==> src/hdl/mcvp_pkg.sv <==
// Shared types and constants for the minimum-cost vertical path block.
// Used by the register file, the controller, the interfaces and the top level.
// No dependencies.
package mcvp_pkg;

  // Widths of the configuration registers and of the channel fields.
  localparam int unsigned COLS_W    = 9;
  localparam int unsigned ROWS_W    = 11;
  localparam int unsigned PEN_W     = 16;
  localparam int unsigned COST_W    = 16;
  localparam int unsigned PROW_W    = 10;
  localparam int unsigned PCOL_W    = 8;
  localparam int unsigned APB_ADDR_W = 4;
  localparam int unsigned APB_DATA_W = 32;

  // Register indexes, taken from paddr[3:2].
  localparam logic [1:0] REG_COLS    = 2'd0;
  localparam logic [1:0] REG_ROWS    = 2'd1;
  localparam logic [1:0] REG_PENALTY = 2'd2;

  localparam logic [COLS_W-1:0] COLS_RESET    = 9'd256;
  localparam logic [ROWS_W-1:0] ROWS_RESET    = 11'd1024;
  localparam logic [PEN_W-1:0]  PENALTY_RESET = 16'd0;

  // Input item codes.
  localparam logic MODE_LOAD = 1'b0;
  localparam logic MODE_READ = 1'b1;

  // Back pointer codes; the spare code reads as a straight move.
  localparam logic [1:0] MV_UP    = 2'd0;
  localparam logic [1:0] MV_LEFT  = 2'd1;
  localparam logic [1:0] MV_RIGHT = 2'd2;

  typedef struct packed {
    logic [COLS_W-1:0] cols_in_use;
    logic [ROWS_W-1:0] rows_in_use;
    logic [PEN_W-1:0]  step_penalty;
  } cfg_t;

  typedef struct packed {
    logic              status;
    logic [PROW_W-1:0] path_row;
    logic [PCOL_W-1:0] path_col;
    logic              last;
  } res_t;

endpackage

==> src/hdl/mcvp_regs.sv <==
// APB-style configuration registers: map size and diagonal step penalty.
// Depends on mcvp_pkg for the register indexes, reset values and cfg_t.
module mcvp_regs (
  input  logic                                clk_i,
  input  logic                                rst_ni,
  input  logic                                psel,
  input  logic                                penable,
  input  logic                                pwrite,
  input  logic [mcvp_pkg::APB_ADDR_W-1:0]     paddr,
  input  logic [mcvp_pkg::APB_DATA_W-1:0]     pwdata,
  output logic [mcvp_pkg::APB_DATA_W-1:0]     prdata,
  output logic                                pready,
  output mcvp_pkg::cfg_t                      cfg_o
);

  mcvp_pkg::cfg_t cfg_q;
  logic [1:0]     index;
  logic           wr_en;

  assign index  = paddr[3:2];
  assign pready = 1'b1;
  assign wr_en  = psel && penable && pwrite && pready;

  always_ff @(posedge clk_i or negedge rst_ni) begin
    if (!rst_ni) begin
      cfg_q.cols_in_use  <= mcvp_pkg::COLS_RESET;
      cfg_q.rows_in_use  <= mcvp_pkg::ROWS_RESET;
      cfg_q.step_penalty <= mcvp_pkg::PENALTY_RESET;
    end else if (wr_en) begin
      unique case (index)
        mcvp_pkg::REG_COLS:    cfg_q.cols_in_use  <= pwdata[mcvp_pkg::COLS_W-1:0];
        mcvp_pkg::REG_ROWS:    cfg_q.rows_in_use  <= pwdata[mcvp_pkg::ROWS_W-1:0];
        mcvp_pkg::REG_PENALTY: cfg_q.step_penalty <= pwdata[mcvp_pkg::PEN_W-1:0];
        default: ;
      endcase
    end
  end

  always_comb begin
    unique case (index)
      mcvp_pkg::REG_COLS:    prdata = mcvp_pkg::APB_DATA_W'(cfg_q.cols_in_use);
      mcvp_pkg::REG_ROWS:    prdata = mcvp_pkg::APB_DATA_W'(cfg_q.rows_in_use);
      mcvp_pkg::REG_PENALTY: prdata = mcvp_pkg::APB_DATA_W'(cfg_q.step_penalty);
      default:               prdata = '0;
    endcase
  end

  assign cfg_o = cfg_q;

endmodule

==> config.mk <==
export PLATFORM = sky130hd
export DESIGN_NAME = mcvp_regs
export DESIGN_NICKNAME = d
export VERILOG_FILES = /design/src/hdl/mcvp_pkg.sv /design/src/hdl/mcvp_regs.sv
export SDC_FILE = /design/constraint.sdc
export NUM_CORES = 1
export LEC_CHECK = 0
export BUFFER_PORTS_ARGS = -buffer_cell sky130_fd_sc_hd__buf_2
export CAP_MARGIN = 0
export CORE_UTILIZATION = 43
export DETAILED_ROUTE_END_ITERATION = 7
export PLACE_DENSITY = 0.8
export SLEW_MARGIN = 25
export SYNTH_ARGS = -nofsm -noshare
export SYNTH_HDL_FRONTEND = slang
export SYNTH_SLANG_ARGS = --single-unit
export TNS_END_PERCENT = 20
==> constraint.sdc <==
create_clock -name clk_i -period 1.29 [get_ports clk_i]
set_input_delay 0.1935 -clock clk_i [delete_from_list [all_inputs] [get_ports clk_i]]
set_output_delay 0.1935 -clock clk_i [all_outputs]
set_load 0.02 [all_outputs]
==> results.tsv <==
metric	value	unit
DIE HEIGHT	66.5	µm
area share of the largest cell type after synthesis	0.475	
Ports	110	
R2R cell count	2	
Post-Route WL	3870	µm
Synth Instances	136	
Skew-Pair Late Insertion Delay	0.28	ns
most numerous cell in the Yosys netlist	dfrtp_1	
area of the die	4430	µm²
critical-path maximum fanout	2	
Root Driver	clkbuf_8	
WHS	0.140	ns
vias in the first global route	1245	
final setup vio count	1	
post-route clock skew	0	ns
Ant. Diodes	0	
post-detailed-route wirelength per cell	13.7	µm
critical path data required time	1.10	ns
number of flip-flops in the largest register	36	
Sink Count	36	
P&R area growth vs syn	35.9	%
synth cell count leaders	dfrtp_1, mux2_2, buf_4	
first-pass GRT wire length	6000	µm
pin count of the biggest net entering global routing	18	
Tmin final	1.38	ns
hold depth	2	
drt via density	4.72	
Fmax	0.726	GHz
post-synth top area cell	dfrtp_1	
Tot GR Track Use	0.188	
Starting Density	0.448	
Post-route DRC	0	
CP Class	reg2out	
fin. max-slew vios	0	
drt first-iter violations	44	
max-cap violations	0	
CTS Buf Count	5	
outcome	finished, violations left	
sequential fraction of the synthesis area	0.505	
CTS clk-pin slew, worst paths	0.07	ns
row count	23	
P_leak	1.30	nW
Setup WS post-layout	-0.0869	ns
mapped cell area	1790	µm²
DRT Pass-1 Iters	6	
Final Util	0.608	
hpwl dp	2910	µm
failing checks	setup timing	
total gr overflow	0	
Post-synth EDFFs	0	
Seq cells post-synth	36	
worst vdd ir	0.809	mV
Core Region	4000	µm²
Power Density	1570	nW/µm²
Arrival @ worst endpoint	1.18	ns
GPL Wtd Cong	0.681	
post-route clock period utilization	1.07	
layout cells sized above 1	0.618	
Max clock buf depth	2	
initial antenna violation count	0	
Hold Path Class	in2reg	
RSZ-0062 raised after global routing	yes	
crit end category	primary output	
Synth area leaders	dfrtp_1, mux2_2, mux2_4, buf_4, mux2i_1	
vias	1337	
Async SR Flop Fraction	1.00	
final hold vios	0	
synth warn	0	
DIE WIDTH	66.5	µm
antenna viol nets, final	0	
Startpoint Class	flip-flop	
syn avg cell area	13.2	µm²
top_reg_cell synth	dfrtp_1	
number of nets in the layout	273	
CTS H-Tree Depth	2	
post-synth cell types	19	
Buffers on Ports	74	
CTS tree	done	
==> worst max-delay path, cell delays in order, from the launching register on <==
cell and delay, ns:
dfstp_2 0.54, mux2i_1 0.06, o21ai_1 0.13, buf_4 0.16
==> kinds of logic after synthesis <==
family          count (synthesis)  synth area share
flops                          36             0.505
compound gates                 11            0.0349
mux                            45             0.298
simple gates                   20            0.0699
buf+inv                        22            0.0887
other cells                     2           0.00419
==> metrics by stage <==
| step | worst slack, ns | total power, W | instance area [µm²] | setup TNS (ns) | cells |
|---|---|---|---|---|---|
| final | -0.0869 | 0.00382 | 2430 | -0.0869 | 283 |
| after global routing | -0.113 | 0.00403 | 2430 | -0.248 | 283 |
| after CTS | -0.0834 | 0.00383 | 2400 | -0.0946 | 283 |
| after detailed placement | -0.102 | 0.00298 | 2270 | -2.88 | 273 |
| after global placement | -0.0879 | 0.00295 | 2270 | -2.44 | 273 |
| after floorplan | 0.00241 | 0.00250 | 1850 | 0 | 151 |
==> metal layers <==
| metal | track usage | up-vias | part of all wire |
|---|---|---|---|
| li1 | - | 629 | - |
| met1 | 0.250 | 639 | 0.45 |
| met2 | 0.304 | 66 | 0.48 |
| met3 | 0.0497 | 3 | 0.056 |
| met4 | 0.0479 | 0 | 0.0075 |
| met5 | 0 | - | 0 |
==> cells in the final DEF (no fill, tap or decap) <==
cell type      count
a22o_1             2
and2_1             5
buf_2             65
buf_4             24
buf_6              4
buf_8              1
clkbuf_1           2
clkbuf_4           1
clkbuf_8           6
conb_1            17
dfrtp_1           34
dfstp_2            2
dlygate4sd3_1      1
mux2_2            26
mux2_4            10
mux2i_1            9
nand2_1            9
nand3_2            1
nor2b_2            1
nor2b_4            1
nor3_2             1
nor3b_4            1
o21ai_0            1
o21ai_1            8
or3b_1             1
==> cell type report <==
| type | count | area [µm²] |
|---|---|---|
| flip-flops and latches | 36 | 903 |
| repair buffers | 96 | 583 |
| clock buffers | 8 | 90.1 |
| fillers | 344 | 1570 |
| multi-input cells | 93 | 795 |
| well taps | 50 | 62.6 |
==> timing repair <==
action                                  CTS  global route
pin swaps                                 1             1
endpoints found under the hold margin    12             0
endpoints found under the setup margin   13            16
gates cloned                              0             0
resized for setup                         8            17
buffers inserted                          1             0
hold buffers                              1             0
==> path summary, 6_finish.rpt <==
kind | start | to | slack [ns]
max reg2reg | cfg_o[35] | cfg_o[35] | 0.45
max in group asynchronous | rst_ni | cfg_o[31] | 0.46
max | cfg_o[35] | prdata[8] | -0.09
min in group asynchronous | rst_ni | cfg_o[8] | 0.36
min | pwdata[15] | cfg_o[15] | 0.14
min reg2reg | cfg_o[14] | cfg_o[14] | 0.53
==> power breakdown <==
part	leakage (nW)	internal (W)	switching (W)
sequential	0.438	0.00141	0.000199
combinational	0.815	0.000621	0.000791
clock	0.0455	0.000435	0.000371
(Power assumes the default switching activity.)
